--- config.mk ---
export PLATFORM = sky130hd
export DESIGN_NAME = ccr_div
export DESIGN_NICKNAME = d
export VERILOG_FILES = /design/src/design/ccr_pkg.sv /design/src/design/ccr_div.sv
export SDC_FILE = /design/constraint.sdc
export NUM_CORES = 2
export LEC_CHECK = 0
export BUFFER_PORTS_ARGS = -buffer_cell sky130_fd_sc_hd__buf_4
export CORE_MARGIN = 3
export CORE_UTILIZATION = 40
export CTS_CLUSTER_SIZE = 12
export DETAILED_ROUTE_END_ITERATION = 7
export GPL_TIMING_DRIVEN = 0
export HOLD_SLACK_MARGIN = 0.12
export MAX_ROUTING_LAYER = met4
export PLACE_DENSITY = 0.6
export SETUP_SLACK_MARGIN = 0.5
export SYNTH_ARGS = -nofsm -noshare
export SYNTH_HDL_FRONTEND = slang
export SYNTH_SLANG_ARGS = --single-unit
export TNS_END_PERCENT = 30
--- constraint.sdc ---
create_clock -name clock -period 3.64 [get_ports clock]
set_input_delay 0.364 -clock clock [delete_from_list [all_inputs] [get_ports clock]]
set_output_delay 0.364 -clock clock [all_outputs]
set_load 0.01 [all_outputs]
--- src/design/ccr_pkg.sv ---
package ccr_pkg;

   // Field widths of the interface.
   localparam int CCR_COORD_W = 12;
   localparam int CCR_PIX_W   = 8;
   localparam int CCR_THR_W   = 18;
   localparam int CCR_MODE_W  = 2;
   localparam int CCR_IDX_W   = 2;
   localparam int CCR_RESP_W  = 20;

   // Internal arithmetic widths.
   localparam int CCR_BASE_W    = 18;
   localparam int CCR_NUM_W     = 36;
   localparam int CCR_DEN_W     = 20;
   localparam int CCR_DIV_STEPS = 20;
   localparam int CCR_RAD_W     = 38;
   localparam int CCR_ROOT_W    = 19;

   // Operating modes. The unused value behaves as the simple mode.
   localparam logic [CCR_MODE_W-1:0] MODE_SIMPLE   = 2'd0;
   localparam logic [CCR_MODE_W-1:0] MODE_LINEAR   = 2'd1;
   localparam logic [CCR_MODE_W-1:0] MODE_CIRCULAR = 2'd2;
   localparam logic [CCR_MODE_W-1:0] MODE_UNUSED   = 2'd3;

   // Register indexes.
   localparam logic [CCR_IDX_W-1:0] CSR_MODE   = 2'd0;
   localparam logic [CCR_IDX_W-1:0] CSR_COARSE = 2'd1;
   localparam logic [CCR_IDX_W-1:0] CSR_FINE   = 2'd2;

   typedef enum logic [1:0] {
      SEL_DIRECT,
      SEL_LINEAR,
      SEL_CIRCULAR
   } ccr_sel_type;

   typedef struct packed {
      logic [CCR_COORD_W-1:0] column;
      logic [CCR_COORD_W-1:0] row;
      logic [CCR_PIX_W-1:0]   center_pixel;
      logic [CCR_PIX_W-1:0]   east_pixel;
      logic [CCR_PIX_W-1:0]   west_pixel;
      logic [CCR_PIX_W-1:0]   north_pixel;
      logic [CCR_PIX_W-1:0]   south_pixel;
   } ccr_req_type;

   typedef struct packed {
      logic [CCR_COORD_W-1:0]       out_column;
      logic [CCR_COORD_W-1:0]       out_row;
      logic                         is_corner;
      logic signed [CCR_RESP_W-1:0] response_doubled;
   } ccr_rsp_type;

   typedef struct packed {
      logic [CCR_MODE_W-1:0] mode;
      logic [CCR_THR_W-1:0]  coarse_threshold;
      logic [CCR_THR_W-1:0]  fine_threshold;
   } ccr_cfg_type;

   typedef struct packed {
      logic [CCR_COORD_W-1:0] column;
      logic [CCR_COORD_W-1:0] row;
      logic                   is_corner;
      ccr_sel_type            sel;
      logic [CCR_BASE_W-1:0]  base;
   } ccr_side_type;

   typedef struct packed {
      logic [CCR_NUM_W-1:0] num;
      logic [CCR_DEN_W-1:0] den;
      logic [CCR_RAD_W-1:0] rad;
   } ccr_op_type;

endpackage

--- src/design/ccr_div.sv ---
module ccr_div (
   input  logic                                 clock,
   input  logic                                 reset,
   input  logic                                 in_valid,
   input  logic [ccr_pkg::CCR_NUM_W-1:0]        dividend,
   input  logic [ccr_pkg::CCR_DEN_W-1:0]        divisor,
   output logic                                 out_valid,
   output logic [ccr_pkg::CCR_DIV_STEPS-1:0]    quotient,
   output logic                                 rem_nonzero
);
   import ccr_pkg::*;

   // One quotient bit per stage, restoring division.
   logic                     v_ff   [CCR_DIV_STEPS];
   logic [CCR_DEN_W-1:0]     rem_ff [CCR_DIV_STEPS];
   logic [CCR_DIV_STEPS-1:0] low_ff [CCR_DIV_STEPS];
   logic [CCR_DIV_STEPS-1:0] quo_ff [CCR_DIV_STEPS];
   logic [CCR_DEN_W-1:0]     dvs_ff [CCR_DIV_STEPS];

   for (genvar k = 0; k < CCR_DIV_STEPS; k++) begin : g_step
      logic                     v_src;
      logic [CCR_DEN_W-1:0]     rem_src, dvs_src, rem_in;
      logic [CCR_DIV_STEPS-1:0] low_src, quo_src, quo_in;
      logic [CCR_DEN_W:0]       trial;

      if (k == 0) begin : g_first
         assign v_src   = in_valid;
         assign rem_src = CCR_DEN_W'(dividend >> CCR_DIV_STEPS);
         assign low_src = dividend[CCR_DIV_STEPS-1:0];
         assign quo_src = '0;
         assign dvs_src = divisor;
      end else begin : g_next
         assign v_src   = v_ff[k-1];
         assign rem_src = rem_ff[k-1];
         assign low_src = low_ff[k-1];
         assign quo_src = quo_ff[k-1];
         assign dvs_src = dvs_ff[k-1];
      end

      always_comb begin
         trial = {rem_src, low_src[CCR_DIV_STEPS-1]};
         if (trial >= {1'b0, dvs_src}) begin
            rem_in = CCR_DEN_W'(trial - {1'b0, dvs_src});
            quo_in = {quo_src[CCR_DIV_STEPS-2:0], 1'b1};
         end else begin
            rem_in = trial[CCR_DEN_W-1:0];
            quo_in = {quo_src[CCR_DIV_STEPS-2:0], 1'b0};
         end
      end

      always_ff @(posedge clock) begin
         rem_ff[k] <= rem_in;
         low_ff[k] <= {low_src[CCR_DIV_STEPS-2:0], 1'b0};
         quo_ff[k] <= quo_in;
         dvs_ff[k] <= dvs_src;
      end

      always_ff @(posedge clock) begin
         if (reset) begin
            v_ff[k] <= 1'b0;
         end else begin
            v_ff[k] <= v_src;
         end
      end
   end

   assign out_valid   = v_ff[CCR_DIV_STEPS-1];
   assign quotient    = quo_ff[CCR_DIV_STEPS-1];
   assign rem_nonzero = |rem_ff[CCR_DIV_STEPS-1];

endmodule

Yosys cells after proc, flatten, opt, wreduce, memory -nomap -nowiden

Memory sizes are Yosys's and may differ from the RTL's.
Index checks and enable logic that the tools add are counted.

Reduce and logical (&&, ||, !) cells: 1
Bitwise gates (word level): 20
Mux-type cells: 63
Add/subtract/negate cells: 20
Order comparisons: 20

Operators with widths:

| operator                                     | number |
|---|---|
| two-way mux 20 bit                           | 20 |
| greater-or-equal comparator 21 x 20 -> 1 bit | 19 |
| subtractor 20 bit                            | 19 |
| two-way mux 1 bit                            | 43 |
| greater-or-equal comparator 17 x 20 -> 1 bit | 1 |
| bitwise OR 1 bit                             | 20 |
| OR reduction 20 bit                          | 1 |
| subtractor 17 x 20 -> 20 bit                 | 1 |

Memories: 5
Bits in registers: 0
RAM bits: 1600
Bits of input ports: 59

Memories:

| name   | words | bits a word | rd ports | clocked after Yosys merged registers in | wr ports | line          | text |
|---|---|---|---|---|---|---|---|
| dvs_ff | 20    | 20          | 19       | 0                                       | 20       | ccr_div.sv:18 | `logic [CCR_DEN_W-1:0] dvs_ff [CCR_DIV_STEPS];` |
| quo_ff | 20    | 20          | 20       | 0                                       | 20       | ccr_div.sv:17 | `logic [CCR_DIV_STEPS-1:0] quo_ff [CCR_DIV_STEPS];` |
| rem_ff | 20    | 20          | 20       | 0                                       | 20       | ccr_div.sv:15 | `logic [CCR_DEN_W-1:0] rem_ff [CCR_DIV_STEPS];` |
| low_ff | 20    | 19          | 19       | 0                                       | 20       | ccr_div.sv:16 | `logic [CCR_DIV_STEPS-1:0] low_ff [CCR_DIV_STEPS];` |
| v_ff   | 20    | 1           | 20       | 0                                       | 20       | ccr_div.sv:14 | `logic v_ff [CCR_DIV_STEPS];` |

Depth between registers and ports, before layout

Depth in word-level cells: 3
Depth in mapped cells: 13
Mapped depth without buffers: 12

Least setup slack after synthesis

Ideal clock, no wire load.

Path kind: flip-flop to flip-flop
Start: mem dvs_ff[1][1]
End: mem rem_ff[2][2], in the netlist rem_ff[0][42]
Stages on the path, launching flop included: 13
Buffers on the path: 1
Arrival: 2.847 ns
Period minus slack after synthesis: 2.968 ns
Library setup time: 0.121 ns
Setup slack: 0.672 ns
Path through: dfxtp_1 inv_1 ha_1 nor2b_4 o31a_1 o211ai_2 a21oi_2 o311ai_2 nand2_2 a221o_1 a41oi_2 buf_6 mux2_4

RTL lines:

| item            | line |
|---|---|
| start, declared | ccr_div.sv:18 |
| end, declared   | ccr_div.sv:15 |

==> qor.yml <==
global_route:
  grt_pass1_wl_mm: 177
  grt_use_met1_pct: 24.2
  grt_max_degree: 17
  met3_usage_pct: 3.39
  grt_util_met2_pct: 26.6
  grt_pass1_vias: 33400
  antenna_found_initial: 3
  busiest_layer: "met2"
  gr-usage-all-layers_pct: 17.8
  grt-ovfl-total: 0
cts:
  cts_inserted_buffers: 136
  htreeDepth: 4
  cts_tree: "done"
  cts_sinks: 1200
  cts.clk_slew.worst_paths_ns: 0.07
  root_buffer: "clkbuf_16"
  cts_max_path_buffers: 3
  insertion_delay_ns: 0.75
finish:
  drive_gt1_share_pct: 13.3
  final_cell_mix: "dfxtp_1, inv_1, ha_1"
  fill_cells: 11300
  areaGrowthSynthToFinish_pct: 18.1
  final_common_cell: "dfxtp_1"
  nets: 5719
  fin_util_pct: 47.7
die:
  die_w_um: 357
  io_pins: 81
  die_h_um: 357
  die-area_sq_um: 128000
  start_util_pct: 40.4
  core_area_sq_um: 122000
  rows: 128
detailed_routing:
  vias_per_cell: 4.99
  wl_per_cell_um: 16.1
  drt-initial-drc-count: 2406
  dr.pass1.iters: 6
  remaining_drc_errors: 0
  finalWirelength_mm: 112
  ant_nets: 0
  dr_total_vias: 34700
placed_design:
  hpwlAfterDp_mm: 84.1
  routabilityCongestion: 0.915
  dp_slack_ns: -0.252
  port_buffers: 79
synth:
  postSynthAreaPerCell_sq_um: 10.1
  yosys_warnings: 0
  syn-num-nets: 5386
  synth-edff-count: 0
  syn_inst: 4910
  syn_area_sq_um: 49300
  synth_seq_cells: 1200
  ys.flop_type: "dfxtp_1"
  ys_seq_area_share_pct: 48.7
  synthArstFlopShare_pct: 0
  netlist-cell-type-count: 91
power_and_ir_drop:
  p_per_area_nw_per_um2: 988
  max-vdd-ir-drop_mv: 0.569
  power_mw: 57.6
  leakage_nw: 26.3
  internal_power_mw: 36.8
  clkPwrFrac_pct: 23.0
  combPwrFrac_pct: 44.6
  swShare_pct: 36.1
  seqPwrFrac_pct: 32.4
  switchingPower_mw: 20.8
critical_path:
  critPathLaunchType: "flip-flop"
  endpoint_kind: "flip-flop"
  crit_type: "flip-flop to flip-flop"
  crit_fanout: 5
  required_ns: 4.27
  crit_arrival_ns: 3.83
timing:
  max_slew_margin_pct: 35.5
  fin_crit_ns: 3.21
  finalSetupViolations: 0
  hold_slack_ns: 0.263
  drv_slew: 0
  final.period_utilization_pct: 88.2
  rsz0062_at_grt: "yes"
  max_freq_mhz: 312
  clock_skew_ns: 0.0201
  hold_violations: 0
  fin_ws_ns: 0.431
  setup_tns_ns: 0
  tightestPinTransition_ns: 0.959
job:
  drv_cap: 0
run_status:
  status: "finished clean"
worst_hold_path:
  holdCritPathClass: "primary input to flip-flop"
-- worst paths after layout --
path	from	endpoint	slack [ns]	cells past startpoint
max	dvs_ff[1][1]$_DFF_P_	rem_ff[0][44]$_DFF_P_	0.43	13
min	dividend[9]	low_ff[0][9]$_DFF_P_	0.26	2
max reg2reg	dvs_ff[1][1]$_DFF_P_	rem_ff[0][44]$_DFF_P_	0.43	13
min reg2reg	quo_ff[12][7]$_DFF_P_	quo_ff[13][8]$_DFF_P_	0.31	0
-- worst max-delay path, cell delays in order, from the launching register on --
cell and delay (ns):
dfxtp_2 0.33, inv_2 0.04, ha_4 0.20, nor2b_4 0.12
o31a_1 0.33, o211ai_2 0.27, a21oi_2 0.13, o311ai_4 0.29
nand2_2 0.13, a221o_1 0.37, a41oi_4 0.27, buf_12 0.17
clkbuf_16 0.15, mux2_4 0.29
-- synth_stat cells (24+ instances only) --
cell type	number	area, sq um
nor2b_1	89	557
a21o_1	137	1030
nand3_1	92	460
xor2_1	108	946
nand2_1	268	1010
clkbuf_1	42	158
ha_1	397	4970
xnor2_1	177	1550
nor3_1	59	295
a21oi_1	281	1410
nor2_1	310	1160
a31oi_1	39	244
o211ai_1	38	285
dfxtp_1	1200	24000
mux2i_1	39	390
o21bai_1	35	263
o21ai_1	38	190
nand2b_1	62	388
nor4_1	24	150
nand4_1	49	307
a211oi_1	35	263
o21a_1	68	510
mux2_1	26	293
mux2_2	170	1910
o21ai_0	212	1060
o31ai_1	26	195
inv_1	502	1880
-- final cells by class --
| type | instances | area (sq um) | share of cell area, % |
|---|---|---|---|
| plain buffers | 78 | 546 | 0.936 |
| repair buffers | 195 | 1710 | 2.93 |
| well taps | 1625 | 2030 | 3.49 |
| clock inverters | 38 | 402 | 0.689 |
| clock buffers | 189 | 3990 | 6.85 |
| multi-input cells | 3122 | 23600 | 40.5 |
| inverters | 510 | 1930 | 3.31 |
| diodes | 1 | 2.50 | 0.00429 |
| flip-flops and latches | 1200 | 24000 | 41.2 |
-- registers in the layout (all words and copies together) (netlist names) --
signal / count
rem_ff: 400
dvs_ff: 380
quo_ff: 210
low_ff: 190
v_ff: 20
-- per-layer routing --
layer / vias to the layer above / routed length [um]
li1: 17700 / -
met1: 16200 / 55100
met2: 720 / 48300
met3: 168 / 5690
met4: 0 / 2710
met5: - / 0
-- power groups by stage --
stage	Combinational (mW)	Clock [mW]	Sequential (mW)
6_report	25.7	13.3	18.7
3_5_place_dp	23.7	0	18.9
4_1_cts	24.6	13.7	18.7
2_1_floorplan	18.6	0	18.2
3_3_place_gp	23.5	0	18.9
5_1_grt	28.5	14.3	19.0
-- logic make-up after synthesis --
group / Yosys count / share of synthesized area [%]
compound gates: 1098 / 14.5
xor+xnor: 285 / 5.06
fa+ha+maj: 417 / 10.9
buf+inv: 588 / 4.62
flops: 1200 / 48.7
mux: 251 / 5.75
simple gates: 1071 / 10.5
-- metrics by stage --
step	instance area (sq um)	instances
6_report	58300	6958
5_1_grt	58300	6957
4_1_cts	57500	6924
3_5_place_dp	52000	6614
3_3_place_gp	52000	6614
2_1_floorplan	49300	4910
-- timing repair --
item | CTS | global route
resized for setup | 84 | 136
cloned | 2 | 2
endpoints found under the setup margin | 351 | 360
hold buffers | 59 | 0
hold endpoints to repair | 79 | 0
pin swaps | 19 | 38
setup buffers | 22 | 31
No activity file was read; power rests on OpenSTA's default activity.
