--- config.mk ---
export PLATFORM = sky130hd
export DESIGN_NAME = ccr_sqrt
export DESIGN_NICKNAME = d
export VERILOG_FILES = /design/src/design/ccr_pkg.sv /design/src/design/ccr_sqrt.sv
export SDC_FILE = /design/constraint.sdc
export NUM_CORES = 1
export LEC_CHECK = 0
export ABC_CLOCK_PERIOD_IN_PS = 3400
export BUFFER_PORTS_ARGS = -buffer_cell sky130_fd_sc_hd__buf_2
export CAP_MARGIN = 20
export CELL_PAD_IN_SITES_DETAIL_PLACEMENT = 1
export CELL_PAD_IN_SITES_GLOBAL_PLACEMENT = 2
export CORE_MARGIN = 2
export CORE_UTILIZATION = 41
export CTS_CLUSTER_SIZE = 40
export DETAILED_ROUTE_END_ITERATION = 10
export PLACE_DENSITY_LB_ADDON = 0.1
export SYNTH_ARGS = -nofsm -noshare
export SYNTH_HDL_FRONTEND = slang
export SYNTH_SLANG_ARGS = --single-unit
--- constraint.sdc ---
create_clock -name clock -period 3.4 [get_ports clock]
set_input_delay 0.51 -clock clock [delete_from_list [all_inputs] [get_ports clock]]
set_output_delay 0.51 -clock clock [all_outputs]
set_load 0.05 [all_outputs]
--- src/design/ccr_pkg.sv ---
package ccr_pkg;

   // Field widths of the interface.
   localparam int CCR_COORD_W = 12;
   localparam int CCR_PIX_W   = 8;
   localparam int CCR_THR_W   = 18;
   localparam int CCR_MODE_W  = 2;
   localparam int CCR_IDX_W   = 2;
   localparam int CCR_RESP_W  = 20;

   // Internal arithmetic widths.
   localparam int CCR_BASE_W    = 18;
   localparam int CCR_NUM_W     = 36;
   localparam int CCR_DEN_W     = 20;
   localparam int CCR_DIV_STEPS = 20;
   localparam int CCR_RAD_W     = 38;
   localparam int CCR_ROOT_W    = 19;

   // Operating modes. The unused value behaves as the simple mode.
   localparam logic [CCR_MODE_W-1:0] MODE_SIMPLE   = 2'd0;
   localparam logic [CCR_MODE_W-1:0] MODE_LINEAR   = 2'd1;
   localparam logic [CCR_MODE_W-1:0] MODE_CIRCULAR = 2'd2;
   localparam logic [CCR_MODE_W-1:0] MODE_UNUSED   = 2'd3;

   // Register indexes.
   localparam logic [CCR_IDX_W-1:0] CSR_MODE   = 2'd0;
   localparam logic [CCR_IDX_W-1:0] CSR_COARSE = 2'd1;
   localparam logic [CCR_IDX_W-1:0] CSR_FINE   = 2'd2;

   typedef enum logic [1:0] {
      SEL_DIRECT,
      SEL_LINEAR,
      SEL_CIRCULAR
   } ccr_sel_type;

   typedef struct packed {
      logic [CCR_COORD_W-1:0] column;
      logic [CCR_COORD_W-1:0] row;
      logic [CCR_PIX_W-1:0]   center_pixel;
      logic [CCR_PIX_W-1:0]   east_pixel;
      logic [CCR_PIX_W-1:0]   west_pixel;
      logic [CCR_PIX_W-1:0]   north_pixel;
      logic [CCR_PIX_W-1:0]   south_pixel;
   } ccr_req_type;

   typedef struct packed {
      logic [CCR_COORD_W-1:0]       out_column;
      logic [CCR_COORD_W-1:0]       out_row;
      logic                         is_corner;
      logic signed [CCR_RESP_W-1:0] response_doubled;
   } ccr_rsp_type;

   typedef struct packed {
      logic [CCR_MODE_W-1:0] mode;
      logic [CCR_THR_W-1:0]  coarse_threshold;
      logic [CCR_THR_W-1:0]  fine_threshold;
   } ccr_cfg_type;

   typedef struct packed {
      logic [CCR_COORD_W-1:0] column;
      logic [CCR_COORD_W-1:0] row;
      logic                   is_corner;
      ccr_sel_type            sel;
      logic [CCR_BASE_W-1:0]  base;
   } ccr_side_type;

   typedef struct packed {
      logic [CCR_NUM_W-1:0] num;
      logic [CCR_DEN_W-1:0] den;
      logic [CCR_RAD_W-1:0] rad;
   } ccr_op_type;

endpackage

--- src/design/ccr_sqrt.sv ---
module ccr_sqrt (
   input  logic                              clock,
   input  logic                              reset,
   input  logic                              in_valid,
   input  logic [ccr_pkg::CCR_RAD_W-1:0]     radicand,
   output logic                              out_valid,
   output logic [ccr_pkg::CCR_ROOT_W-1:0]    root,
   output logic                              rem_nonzero
);
   import ccr_pkg::*;

   localparam int REM_W = CCR_ROOT_W + 2;

   // One root bit per stage; a final register matches the divider latency.
   logic                  v_ff    [CCR_ROOT_W];
   logic [REM_W-1:0]      rem_ff  [CCR_ROOT_W];
   logic [CCR_ROOT_W-1:0] root_ff [CCR_ROOT_W];
   logic [CCR_RAD_W-1:0]  rad_ff  [CCR_ROOT_W];

   for (genvar k = 0; k < CCR_ROOT_W; k++) begin : g_step
      logic                  v_src;
      logic [REM_W-1:0]      rem_src, rem_in;
      logic [CCR_ROOT_W-1:0] root_src, root_in;
      logic [CCR_RAD_W-1:0]  rad_src;
      logic [REM_W+1:0]      trial_rem;
      logic [REM_W+1:0]      trial;

      if (k == 0) begin : g_first
         assign v_src    = in_valid;
         assign rem_src  = '0;
         assign root_src = '0;
         assign rad_src  = radicand;
      end else begin : g_next
         assign v_src    = v_ff[k-1];
         assign rem_src  = rem_ff[k-1];
         assign root_src = root_ff[k-1];
         assign rad_src  = rad_ff[k-1];
      end

      always_comb begin
         trial_rem = {rem_src, rad_src[CCR_RAD_W-1 -: 2]};
         trial     = {1'b0, root_src, 2'b01};
         if (trial_rem >= trial) begin
            rem_in  = REM_W'(trial_rem - trial);
            root_in = {root_src[CCR_ROOT_W-2:0], 1'b1};
         end else begin
            rem_in  = trial_rem[REM_W-1:0];
            root_in = {root_src[CCR_ROOT_W-2:0], 1'b0};
         end
      end

      always_ff @(posedge clock) begin
         rem_ff[k]  <= rem_in;
         root_ff[k] <= root_in;
         rad_ff[k]  <= {rad_src[CCR_RAD_W-3:0], 2'b00};
      end

      always_ff @(posedge clock) begin
         if (reset) begin
            v_ff[k] <= 1'b0;
         end else begin
            v_ff[k] <= v_src;
         end
      end
   end

   logic                  out_v_ff;
   logic [CCR_ROOT_W-1:0] out_root_ff;
   logic                  out_nz_ff;

   always_ff @(posedge clock) begin
      out_root_ff <= root_ff[CCR_ROOT_W-1];
      out_nz_ff   <= |rem_ff[CCR_ROOT_W-1];
   end

   always_ff @(posedge clock) begin
      if (reset) begin
         out_v_ff <= 1'b0;
      end else begin
         out_v_ff <= v_ff[CCR_ROOT_W-1];
      end
   end

   assign out_valid   = out_v_ff;
   assign root        = out_root_ff;
   assign rem_nonzero = out_nz_ff;

endmodule

Yosys cells after proc, flatten, opt, wreduce, memory -nomap -nowiden
Memories as Yosys holds them, arrays and structs flattened. A register that Yosys moved wholly into a read port is not among the register bits.
Cells that the tools add are included.
- muxes and demuxes: 60
- order comparisons: 19
- bitwise operators: 19
- $add $sub $neg: 19
- reduce and logical (&&, ||, !) cells: 1
- operators with widths (operator ; count):
    $ge 23x21->1 ; 18
    $mux 21 ; 19
    $sub 21x21->21 ; 18
    $mux 1 ; 41
    $reduce_or 21->1 ; 1
    $or 1x1->1 ; 19
    $sub 2x1->3 const B ; 1
    $ge 2x1->1 const B ; 1
- memories: 4
- memory bits (writable): 1463
- register bits: 1
- memories (name ; words ; bits a word ; rd ports ; clocked after Yosys merged registers in ; write ports ; line ; text):
    rad_ff ; 19 ; 36 ; 18 ; 0 ; 19 ; ccr_sqrt.sv:18 ; logic [CCR_RAD_W-1:0] rad_ff [CCR_ROOT_W];
    rem_ff ; 19 ; 21 ; 19 ; 0 ; 19 ; ccr_sqrt.sv:16 ; logic [REM_W-1:0] rem_ff [CCR_ROOT_W];
    root_ff ; 19 ; 19 ; 19 ; 1 ; 19 ; ccr_sqrt.sv:17 ; logic [CCR_ROOT_W-1:0] root_ff [CCR_ROOT_W];
    v_ff ; 19 ; 1 ; 19 ; 1 ; 19 ; ccr_sqrt.sv:15 ; logic v_ff [CCR_ROOT_W];

Longest topological paths before layout
Gate-level depths: netlist (run 1).
- depth after elaboration: 3
- gate-level depth with buffers: 13
- mapped depth without buffers: 12

Least setup slack after synthesis (run 1)
No wires, ideal clock.
- path kind: register -> register
- start: memory root_ff[16][0]
- end: memory rem_ff[17][10] (netlist name)
- arrival time: 2.483 ns
- data required time: 3.279 ns
- setup slack: 0.796 ns
- period minus slack after synthesis: 2.604 ns
- path buffers: 2
- cell stages (with the launch flop): 12
- cells stage by stage: dfxtp_1 -> inv_1 -> ha_1 -> o21ai_0 -> a211oi_1 -> a31oi_1 -> o21ai_0 -> a221oi_1 -> o211ai_2 -> buf_2 -> buf_2 -> a21oi_1
- RTL lines (element ; line):
    from (decl) ; ccr_sqrt.sv:17
    to (decl) ; ccr_sqrt.sv:16

==> results.py, run 1 <==
metrics = {
    "sta": {
        "slew_viol_final": 0,
        "count_of_final_setup_violators": 0,
        "setup_ws_ps": 295,
        "finalClockSkew_ps": 47.4,
        "timing.setup.tns_ps": 0,
        "period_utilisation_layout": 0.913,
        "grt_setup_unrepaired": "false",
        "slew_headroom": 0.349,
        "maxClockFrequency_mhz": 322,
        "max_slew.worst_pin.slew_ps": 968,
        "period_minus_slack_ps": 3110,
        "hold_viol_final": 0,
    },
    "logic_synthesis": {
        "syn_avg_cell_area_um2": 10.3,
        "netlist-cell-type-count": 80,
        "synth_top_cells_by_area": "dfxtp_1, ha_1, xnor2_1",
        "dominantRegCellSynth": "dfxtp_1",
        "synth-edff-count": 0,
        "seq_area_frac_synth": 0.556,
        "syn_inst": 3304,
        "total_number_of_yosys_warnings": 0,
        "synth-seq-cells": 945,
        "postSynthNetCount": 3557,
        "synth_area_leader_cell": "dfxtp_1",
        "yosys.area.top_type_share": 0.556,
        "syn-cell-area_um2": 34000,
        "postSynth.asyncResetShare": 0,
    },
    "worst_hold_path": {
        "holdPathStages": 2,
        "hold_end": "v_ff[0]$_SDFF_PP0_",
        "worstHoldStart": "in_valid",
        "worst_hold_path_type": "input pin to flop",
    },
    "grt": {
        "met2_usage": 0.306,
        "pin_count_of_the_biggest_net_entering_global_routing": 36,
        "groute.usage.overall": 0.179,
        "grt_remaining_overflow": 0,
        "globalRoute.busiestLayer": "met2",
        "grt_first_pass_wirelength_um": 125000,
        "grt_use_met3": 0.0244,
        "gr-usage-met1": 0.235,
        "initial_antenna_violation_count": 4,
        "first_global_vias": 24300,
    },
    "die": {
        "core-area_um2": 82100,
        "die_area_um2": 85200,
        "dieHeight_um": 292,
        "row_count": 105,
        "start_util": 0.414,
        "ios": 62,
        "dieWidth_um": 292,
    },
    "clock_tree": {
        "clock_tree.root_cell": "clkbuf_16",
        "cts_tree": "done",
        "cts.sink_count": 945,
        "clock_network_latency_to_the_later_pin_of_the_worst_skew_pair_ps": 680,
        "bufs_on_longest_clock_path": 3,
        "worst_setup_hold_path_clk_slew_ps": 60,
        "htreeDepth": 3,
        "tritoncts.num_buffers": 98,
    },
    "routing": {
        "drt_wl_total_um": 75900,
        "viasPerCell": 4.94,
        "final_antenna_net_count": 0,
        "drtPass1Iterations": 5,
        "initialDrtViolationCount": 837,
        "detail_route.wl_per_cell_um": 16.4,
        "routed-via-count": 22900,
        "drc": 0,
    },
    "placed_design": {
        "dp.cells": 4415,
        "pre_cts_ws_ps": 226,
        "numPortBuffers": 61,
        "dpl.hpwl_um": 57800,
        "detailed_place.area_um2": 35700,
        "routabilityCongestion": 0.845,
    },
    "finish": {
        "nNetsFinal": 3736,
        "area_growth_syn_to_layout_pct": 16.6,
        "layoutNonFillerInstCount": 4640,
        "num-fill-cells": 8918,
        "final_cell_area_um2": 39600,
        "post_route_cells_drive_above_1_share": 0.0928,
        "util_after_layout": 0.483,
    },
    "pwr": {
        "power.combinational.fraction": 0.173,
        "cellLeakagePower_nw": 18.4,
        "intPower_mw": 22.3,
        "cellPowerDensity_nw_per_um2": 786,
        "p_clk_frac": 0.364,
        "p_sw_frac": 0.286,
        "power.net_switching_mw": 8.91,
        "share_seq_of_total_power": 0.463,
        "peakVddDrop_v": 0.000618,
    },
    "critical_path": {
        "critical_path.cell_chain": "inv_1 -> ha_1 -> nor2b_1 -> o31a_1 -> nor3_1 -> o31ai_1 -> a221oi_1 -> o211ai_1 -> o21ai_0 -> mux2_2",
        "timing.rr.start": "root_ff[17][0]$_DFF_P_",
        "worst-endpoint-arrival_ps": 3630,
        "endpoint_kind": "flop",
        "worst_r2r_endpoint": "rem_ff[18][20]$_DFF_P_",
        "timing.setup.critical_path_class": "flop to flop",
        "worst-endpoint-required_ps": 3920,
        "worstPathMaxFanout": 4,
        "path_delay_family": "compound AO/OA/AOI/OAI gates",
        "worstPathBufferInverterCount": 1,
        "rr_worst_depth": 10,
        "worstSetupStartpointType": "flop",
        "cpPeakStageDelay_ps": 600,
        "setup.reg_to_reg.worst_slack_ps": 290,
        "cpMaxStageDelayCell": "a221oi_1",
    },
    "run": {
        "cap_viol_max_count": 0,
    },
    "status": {
        "outcome": "completed",
    },
}
-- registers in the layout (all words and copies together) (netlist names) --
name         cells
v_ff            19
rem_nonzero      1
out_valid        1
rad_ff         342
root_ff        190
rem_ff         373
root            19
-- worst reg2reg max path, stage by stage (launching register included) --
cell and delay [ps]:
dfxtp_1 330, inv_1 50, ha_1 330, nor2b_1 170
o31a_1 270, nor3_1 350, o31ai_1 220, a221oi_1 600
o211ai_1 170, o21ai_0 120, mux2_2 350
-- cells in the final DEF (no fill, tap or decap), types with 29 or more instances in the layout --
cell / instances
o21a_1: 51
inv_1: 266
clkbuf_16: 98
nor2b_1: 55
xor2_1: 128
or3_1: 30
xnor2_1: 163
buf_4: 29
nor4_1: 48
nand4_1: 38
nor2_1: 261
ha_1: 212
o21ai_0: 134
mux2_2: 42
a21oi_1: 227
a21o_1: 64
buf_2: 61
dlygate4sd3_1: 38
dfxtp_1: 945
nand2_1: 169
nand2b_1: 42
nor3_1: 79
nand3_1: 67
-- Yosys cell counts (6+ instances only) --
master and number:
mux2_2 42, xnor2_1 163, and2_1 8, or2_2 12, nor4_1 48, or4_1 10
or3_1 30, nor3_1 80, o31a_1 10, nand2_1 169, and3_1 10, clkbuf_1 39
nor2_1 261, a211oi_1 16, buf_2 6, o211ai_1 12, a21o_1 64, nand3_1 67
a21oi_1 227, ha_1 212, a31oi_1 19, nand2b_1 42, nor2b_1 55, nand3b_1 7
nand4_1 38, o21a_1 51, o31ai_1 12, inv_1 266, a21boi_0 6, dfxtp_1 945
o21ai_0 135, nor4b_1 6, o21bai_1 12, xor2_1 128
-- per-stage QoR --
step	power (mW)	hold WS [ps]
finish	31.2	71.3
floorplan	18.3	310
CTS	31.6	26.0
detailed placement	20.1	313
global route	33.0	37.6
global placement	19.9	310
-- timing repair --
action | CTS | global route
setup buffers | 0 | 0
hold buffers | 38 | 0
setup endpoints to repair | 0 | 5
hold endpoints to repair | 38 | 0
resized for setup | 0 | 1
-- worst max-delay path by stage --
stage / start / end / slack (ps) / depth (start not counted)
floorplan: root_ff[16][0]$_DFF_P_ / rem_ff[17][10]$_DFF_P_ / 800 / 11
global placement: root_ff[12][0]$_DFF_P_ / rem_ff[13][4]$_DFF_P_ / 400 / 9
detailed placement: root_ff[16][0]$_DFF_P_ / rem_ff[17][16]$_DFF_P_ / 230 / 10
CTS: root_ff[16][0]$_DFF_P_ / rem_ff[17][17]$_DFF_P_ / 190 / 10
global route: root_ff[17][14]$_DFF_P_ / rem_ff[18][3]$_DFF_P_ / 80 / 10
finish: root_ff[17][0]$_DFF_P_ / rem_ff[18][20]$_DFF_P_ / 290 / 10
-- power groups by stage --
stage / combinational (mW) / sequential (mW) / clock, mW
after floorplan: 4.15 / 14.1 / 0
after global placement: 5.23 / 14.7 / 0
after detailed placement: 5.37 / 14.7 / 0
after CTS: 5.45 / 14.5 / 11.7
after global routing: 6.10 / 14.7 / 12.2
final: 5.40 / 14.4 / 11.3
-- cell type report --
type,count,area [um^2],area share
Antenna cell,2,5.00,0.000126
Clock buffer,136,2790,0.0702
Clock inverter,49,772,0.0195
Inverter,266,998,0.0252
Multi-Input combinational cell,2042,13900,0.350
Sequential cell,945,18900,0.477
Tap cell,1070,1340,0.0338
Timing Repair Buffer,130,943,0.0238
-- metal layers --
metal | part of all wire | vias to the layer above
met2 | 0.47 | 249
met5 | 0 | -
li1 | - | 11600
met1 | 0.48 | 10900
met3 | 0.027 | 129
met4 | 0.024 | 0
-- cell families (layout without fill, tap and decap cells) --
| group | after synthesis | count (layout) | synth area share |
|---|---|---|---|
| AO/OA/AOI/OAI | 621 | 621 | 0.113 |
| XOR/XNOR | 291 | 291 | 0.0750 |
| adder cells (fa/ha/maj) | 212 | 212 | 0.0780 |
| buffers and inverters | 317 | 581 | 0.0353 |
| flip-flops | 945 | 945 | 0.556 |
| multiplexers | 47 | 47 | 0.0154 |
| other | 1 | 3 | 0.000110 |
| AND/OR/NAND/NOR | 870 | 870 | 0.127 |
(Power assumes the default switching activity.)
==> run 2: changes to the inputs <==
- ABC_CLOCK_PERIOD_IN_PS: 3400 -> 2700
- CORE_ASPECT_RATIO: unset -> 1.75
- CORE_UTILIZATION: 41 -> 37
- clock period: 3.4 -> 2.7 ns (I/O delays scaled with it)
==> run 2 against run 1 <==
Maximum frequency increased by 17%. Power up 25%. Critical path depth up 1. Flip-flop and latch count is the same. Global-route usage shrank 0.37 points. First-iteration DRC count shrank 23%. Utilization is 3.4 points lower. Die area is 11% higher. Critical path type unchanged. Largest cell class unchanged.
==> results.py, run 2 (synthesized netlist as in run 1, its figures left out) <==
metrics = {
    "critical_path": {
        "critical_path.cell_chain": "inv_1 -> ha_1 -> nor2b_1 -> o21ai_0 -> buf_4 -> a21o_1 -> a31oi_1 -> nor2_1 -> o21ai_0 -> xnor2_1 -> a21oi_1",
        "worst-endpoint-arrival_ps": 3190,
        "path_delay_family": "compound AO/OA/AOI/OAI gates",
        "endpoint_kind": "flop",
        "rr_worst_depth": 11,
        "timing.setup.critical_path_class": "flop to flop",
        "setup.reg_to_reg.worst_slack_ps": 50,
        "crit_cells": 11,
        "worstPathBufferInverterCount": 2,
        "worst_r2r_endpoint": "rem_ff[11][12]$_DFF_P_",
        "worstSetupStartpointType": "flop",
        "critPathMostFrequentCell": "o21ai_0",
        "cpMaxStageDelayCell": "dfxtp_1",
        "worst-endpoint-required_ps": 3240,
        "worstPathMaxFanout": 3,
        "timing.rr.start": "rad_ff[10][34]$_DFF_P_",
        "cpPeakStageDelay_ps": 530,
    },
    "sta": {
        "finalClockSkew_ps": 36.6,
        "maxClockFrequency_mhz": 377,
        "hold_viol_final": 0,
        "timing.setup.tns_ps": 0,
        "slew_headroom": 0.374,
        "count_of_final_setup_violators": 0,
        "slew_viol_final": 0,
        "period_minus_slack_ps": 2650,
        "grt_setup_unrepaired": "true",
        "max_slew.worst_pin.slew_ps": 931,
        "period_utilisation_layout": 0.982,
    },
    "placed_design": {
        "routabilityCongestion": 0.856,
        "dpl.hpwl_um": 63900,
        "numPortBuffers": 61,
    },
    "worst_hold_path": {
        "worst_hold_path_type": "input pin to flop",
        "hold_end": "out_valid$_SDFF_PP0_",
        "holdPathStages": 2,
        "worstHoldStart": "reset",
    },
    "routing": {
        "initialDrtViolationCount": 648,
        "drc": 0,
        "final_antenna_net_count": 0,
        "viasPerCell": 4.85,
        "drtPass1Iterations": 4,
        "routed-via-count": 23600,
        "drt_wl_total_um": 82000,
        "detail_route.wl_per_cell_um": 16.8,
    },
    "die": {
        "dieHeight_um": 405,
        "dieWidth_um": 233,
        "start_util": 0.372,
        "core-area_um2": 91400,
        "row_count": 147,
        "ios": 62,
        "die_area_um2": 94400,
    },
    "finish": {
        "final_common_cell": "dfxtp_1",
        "area_growth_syn_to_layout_pct": 20.6,
        "largest_registers": "rem_ff x373, rad_ff x342, root_ff x190",
        "ff_latch_area_um2": 18900,
        "post_route_cells_drive_above_1_share": 0.141,
        "registers.top_by_ff_count": "rem_ff",
        "nNetsFinal": 3862,
        "multi_input_comb_area_um2": 14300,
        "final_cell_mix": "dfxtp_1, inv_1, nor2_1",
        "num-fill-cells": 10000,
        "util_after_layout": 0.448,
        "number_of_flip_flops_under_the_largest_register_name": 373,
        "antennaDiodeCount": 0,
    },
    "grt": {
        "first_global_vias": 25600,
        "pin_count_of_the_biggest_net_entering_global_routing": 26,
        "initial_antenna_violation_count": 0,
        "grt_first_pass_wirelength_um": 130000,
        "groute.usage.overall": 0.175,
        "grt_remaining_overflow": 0,
    },
    "pwr": {
        "post-layout-total-power_mw": 39.1,
        "cellLeakagePower_nw": 19.0,
        "cellPowerDensity_nw_per_um2": 953,
        "peakVddDrop_v": 0.000604,
    },
    "clock_tree": {
        "clock_network_latency_to_the_later_pin_of_the_worst_skew_pair_ps": 670,
        "worst_setup_hold_path_clk_slew_ps": 70,
        "bufs_on_longest_clock_path": 3,
        "cts.sink_count": 945,
        "tritoncts.num_buffers": 89,
        "clock_tree.root_cell": "clkbuf_16",
        "htreeDepth": 3,
        "cts_tree": "done",
    },
    "status": {
        "outcome": "completed",
    },
    "run": {
        "cap_viol_max_count": 0,
    },
}
-- run 2: worst max-delay path by stage --
stage                                       from                endpoint  slack (ps)
final                     rad_ff[10][34]$_DFF_P_  rem_ff[11][12]$_DFF_P_          50
after global routing      root_ff[11][0]$_DFF_P_  rem_ff[12][18]$_DFF_P_         -40
after CTS                  root_ff[4][0]$_DFF_P_   rem_ff[5][17]$_DFF_P_           6
after detailed placement   root_ff[9][9]$_DFF_P_   rem_ff[10][5]$_DFF_P_        -140
after global placement     root_ff[9][9]$_DFF_P_   rem_ff[10][5]$_DFF_P_         -90
after floorplan           root_ff[16][0]$_DFF_P_  rem_ff[17][10]$_DFF_P_         100
-- run 2: per-stage QoR --
stage | std cells | setup WS (ps) | area (um^2) | hold WS, ps
6_report | 4874 | 47.5 | 41000 | 96.1
5_1_grt | 4874 | -37.5 | 41000 | 115
4_1_cts | 4847 | 6.10 | 40400 | 51.5
3_5_place_dp | 4643 | -142 | 36700 | 313
3_3_place_gp | 4643 | -86.4 | 36700 | 309
2_1_floorplan | 3304 | 95.6 | 34000 | 310
-- run 2: worst register-to-register path: cells and delay by family, from the launching register on --
kind	cells	cell delay (ps)
buffers and inverters	2	300
adders and majority gates	1	250
AOI/OAI and AO/OA	5	1010
and+or+nand+nor	2	280
DFF	1	530
xor gates and xnor gates	1	150
-- run 2: timing repair --
action | 4_1_cts | 5_1_grt
hold endpoints to repair | 40 | 0
buffers inserted | 0 | 26
setup endpoints to repair | 46 | 167
pin swaps | 2 | 33
resized for setup | 17 | 95
cloned | 0 | 1
hold buffers | 40 | 0
-- run 2: cell type report --
| type | instances | area share |
|---|---|---|
| flip-flops and latches | 945 | 0.462 |
| clock buffers | 117 | 0.0601 |
| repair buffers | 265 | 0.0511 |
| well taps | 1192 | 0.0364 |
| inverters | 266 | 0.0244 |
| multi-input cells | 2042 | 0.348 |
| clock inverters | 47 | 0.0179 |
-- run 2: where the power goes --
part	switching [mW]	internal, mW	total [mW]
clock	5.47	7.94	13.4
sequential	1.86	16.4	18.2
combinational	3.90	3.51	7.41
-- run 2: per-layer routing --
layer / track usage / share of wire / vias up
met3: 0.0221 / 0.024 / 204
met5: 0 / 0 / -
met2: 0.355 / 0.57 / 298
met1: 0.160 / 0.35 / 11300
li1: - / - / 11800
met4: 0.106 / 0.057 / 0
==> run 3: changes to the inputs <==
- BUFFER_PORTS_ARGS: -buffer_cell sky130_fd_sc_hd__buf_2 -> unset
- CORE_UTILIZATION: 37 -> 35
- DONT_BUFFER_PORTS: unset -> 1
- SLEW_MARGIN: unset -> 0
==> run 3 against run 2 <==
Combinational power rose by 0.8%. Highest routed layer unchanged. Critical path depth did not move. Largest power group unchanged. Worst hold slack improved by 180 ps.
==> results.py, run 3 (synthesized netlist as in run 1, its figures left out) <==
metrics = {
    "routing": {
        "viasPerCell": 4.76,
        "initialDrtViolationCount": 639,
        "detail_route.wl_per_cell_um": 17.0,
        "drc": 0,
        "drt_wl_total_um": 84100,
        "drtPass1Iterations": 4,
        "routed-via-count": 23500,
        "final_antenna_net_count": 0,
    },
    "grt": {
        "groute.usage.overall": 0.171,
        "first_global_vias": 25800,
        "initial_antenna_violation_count": 0,
        "gr-usage-met1": 0.160,
        "grt_first_pass_wirelength_um": 134000,
        "pin_count_of_the_biggest_net_entering_global_routing": 35,
        "met2_usage": 0.348,
        "grt_use_met3": 0.0217,
        "globalRoute.busiestLayer": "met2",
        "grt_remaining_overflow": 0,
    },
    "finish": {
        "largest_registers": "rem_ff x373, rad_ff x342, root_ff x190",
        "final_common_cell": "dfxtp_1",
        "layoutNonFillerInstCount": 4936,
        "area_growth_syn_to_layout_pct": 20.4,
        "final_cell_area_um2": 40900,
        "nNetsFinal": 3814,
        "util_after_layout": 0.424,
        "registers.top_by_ff_count": "rem_ff",
        "number_of_flip_flops_under_the_largest_register_name": 373,
        "final_cell_mix": "dfxtp_1, inv_1, nor2_1",
        "post_route_cells_drive_above_1_share": 0.136,
        "antennaDiodeCount": 0,
    },
    "critical_path": {
        "worstPathMaxFanout": 3,
        "critical_path.cell_chain": "inv_1 -> ha_1 -> o21a_1 -> o21ai_1 -> buf_4 -> a21oi_2 -> o311ai_1 -> a21oi_1 -> a31oi_2 -> o2111ai_1 -> xnor2_1",
        "endpoint_kind": "flop",
        "cpPeakStageDelay_ps": 400,
        "worst-endpoint-arrival_ps": 3140,
        "worstSetupStartpointType": "flop",
        "path_delay_family": "compound AO/OA/AOI/OAI gates",
        "worst-endpoint-required_ps": 3250,
        "cpMaxStageDelayCell": "o311ai_1",
        "timing.setup.critical_path_class": "flop to flop",
        "worstPathBufferInverterCount": 2,
    },
    "placed_design": {
        "detailed_place.area_um2": 36700,
        "dpl.hpwl_um": 66300,
        "dp.cells": 4712,
        "routabilityCongestion": 0.847,
        "pre_cts_ws_ps": -185,
        "numPortBuffers": 0,
    },
    "clock_tree": {
        "tritoncts.num_buffers": 90,
        "htreeDepth": 3,
        "cts.sink_count": 945,
        "bufs_on_longest_clock_path": 3,
        "clock_tree.root_cell": "clkbuf_16",
        "cts_tree": "done",
        "worst_setup_hold_path_clk_slew_ps": 60,
        "clock_network_latency_to_the_later_pin_of_the_worst_skew_pair_ps": 680,
    },
    "die": {
        "start_util": 0.352,
        "die_area_um2": 99800,
        "ios": 62,
        "dieHeight_um": 416,
        "dieWidth_um": 240,
        "core-area_um2": 96500,
        "row_count": 151,
    },
    "pwr": {
        "p_clk_frac": 0.338,
        "intPower_mw": 27.6,
        "cellLeakagePower_nw": 18.8,
        "p_sw_frac": 0.293,
        "power.net_switching_mw": 11.4,
        "post-layout-total-power_mw": 39.0,
        "power.combinational.fraction": 0.192,
        "peakVddDrop_v": 0.000682,
        "cellPowerDensity_nw_per_um2": 952,
        "share_seq_of_total_power": 0.470,
    },
    "sta": {
        "grt_setup_unrepaired": "true",
        "maxClockFrequency_mhz": 386,
        "slew_viol_final": 0,
        "setup_ws_ps": 109,
        "count_of_final_setup_violators": 0,
        "timing.setup.tns_ps": 0,
        "period_minus_slack_ps": 2590,
        "finalClockSkew_ps": 36.9,
        "final.hold.worst_slack_ps": 272,
        "max_slew.worst_pin.slew_ps": 726,
        "period_utilisation_layout": 0.959,
        "slew_headroom": 0.512,
        "hold_viol_final": 0,
    },
    "status": {
        "outcome": "completed",
    },
    "worst_hold_path": {
        "worst_hold_path_type": "input pin to flop",
    },
    "run": {
        "cap_viol_max_count": 0,
    },
}
-- run 3: final cells by class --
cell class	instances	area [um^2]
Fill cell	10600	55600
Sequential cell	945	18900
Multi-Input combinational cell	2042	14400
Clock buffer	117	2560
Timing Repair Buffer	216	1840
Tap cell	1300	1630
Inverter	266	998
Clock inverter	50	597
-- run 3: what timing repair did --
item                                   in CTS  in global routing
pin swaps                                   2                 29
endpoints found under the hold margin      59                  0
gates cloned                                0                  1
setup endpoints to repair                  58                140
hold buffers                               41                  0
buffers inserted                            2                 14
resized for setup                          27                103
-- run 3: per-layer routing --
metal,wire (um),up-vias,share of wire
li1,-,11700,-
met1,29700,11300,0.35
met2,48400,288,0.58
met3,2110,188,0.025
met4,3910,0,0.046
met5,0,-,0
-- run 3: power groups by stage --
stage | registers, mW | logic (mW) | clock network (mW)
detailed placement | 18.7 | 7.21 | 0
finish | 18.3 | 7.47 | 13.2
global route | 18.6 | 8.41 | 14.2
global placement | 18.7 | 7.01 | 0
floorplan | 17.8 | 5.22 | 0
CTS | 18.4 | 7.33 | 13.7
-- run 3: path summary, 6_finish.rpt --
check,start,to,slack [ps],cells after the start
max,root_ff[10][0]$_DFF_P_,rem_ff[11][19]$_DFF_P_,110,11
min,radicand[25],rad_ff[0][25]$_DFF_P_,270,1
max reg2reg,root_ff[10][0]$_DFF_P_,rem_ff[11][19]$_DFF_P_,110,11
min reg2reg,rad_ff[11][30]$_DFF_P_,rad_ff[12][32]$_DFF_P_,320,0
-- run 3: worst register-to-register path, delay by kind of cell, from the launching register on --
kind                       cells  cell delay [ps]
xor gates and xnor gates       1              160
AOI/OAI and AO/OA              7             1480
DFF                            1              320
adders and majority gates      1              280
buffers and inverters          2              240
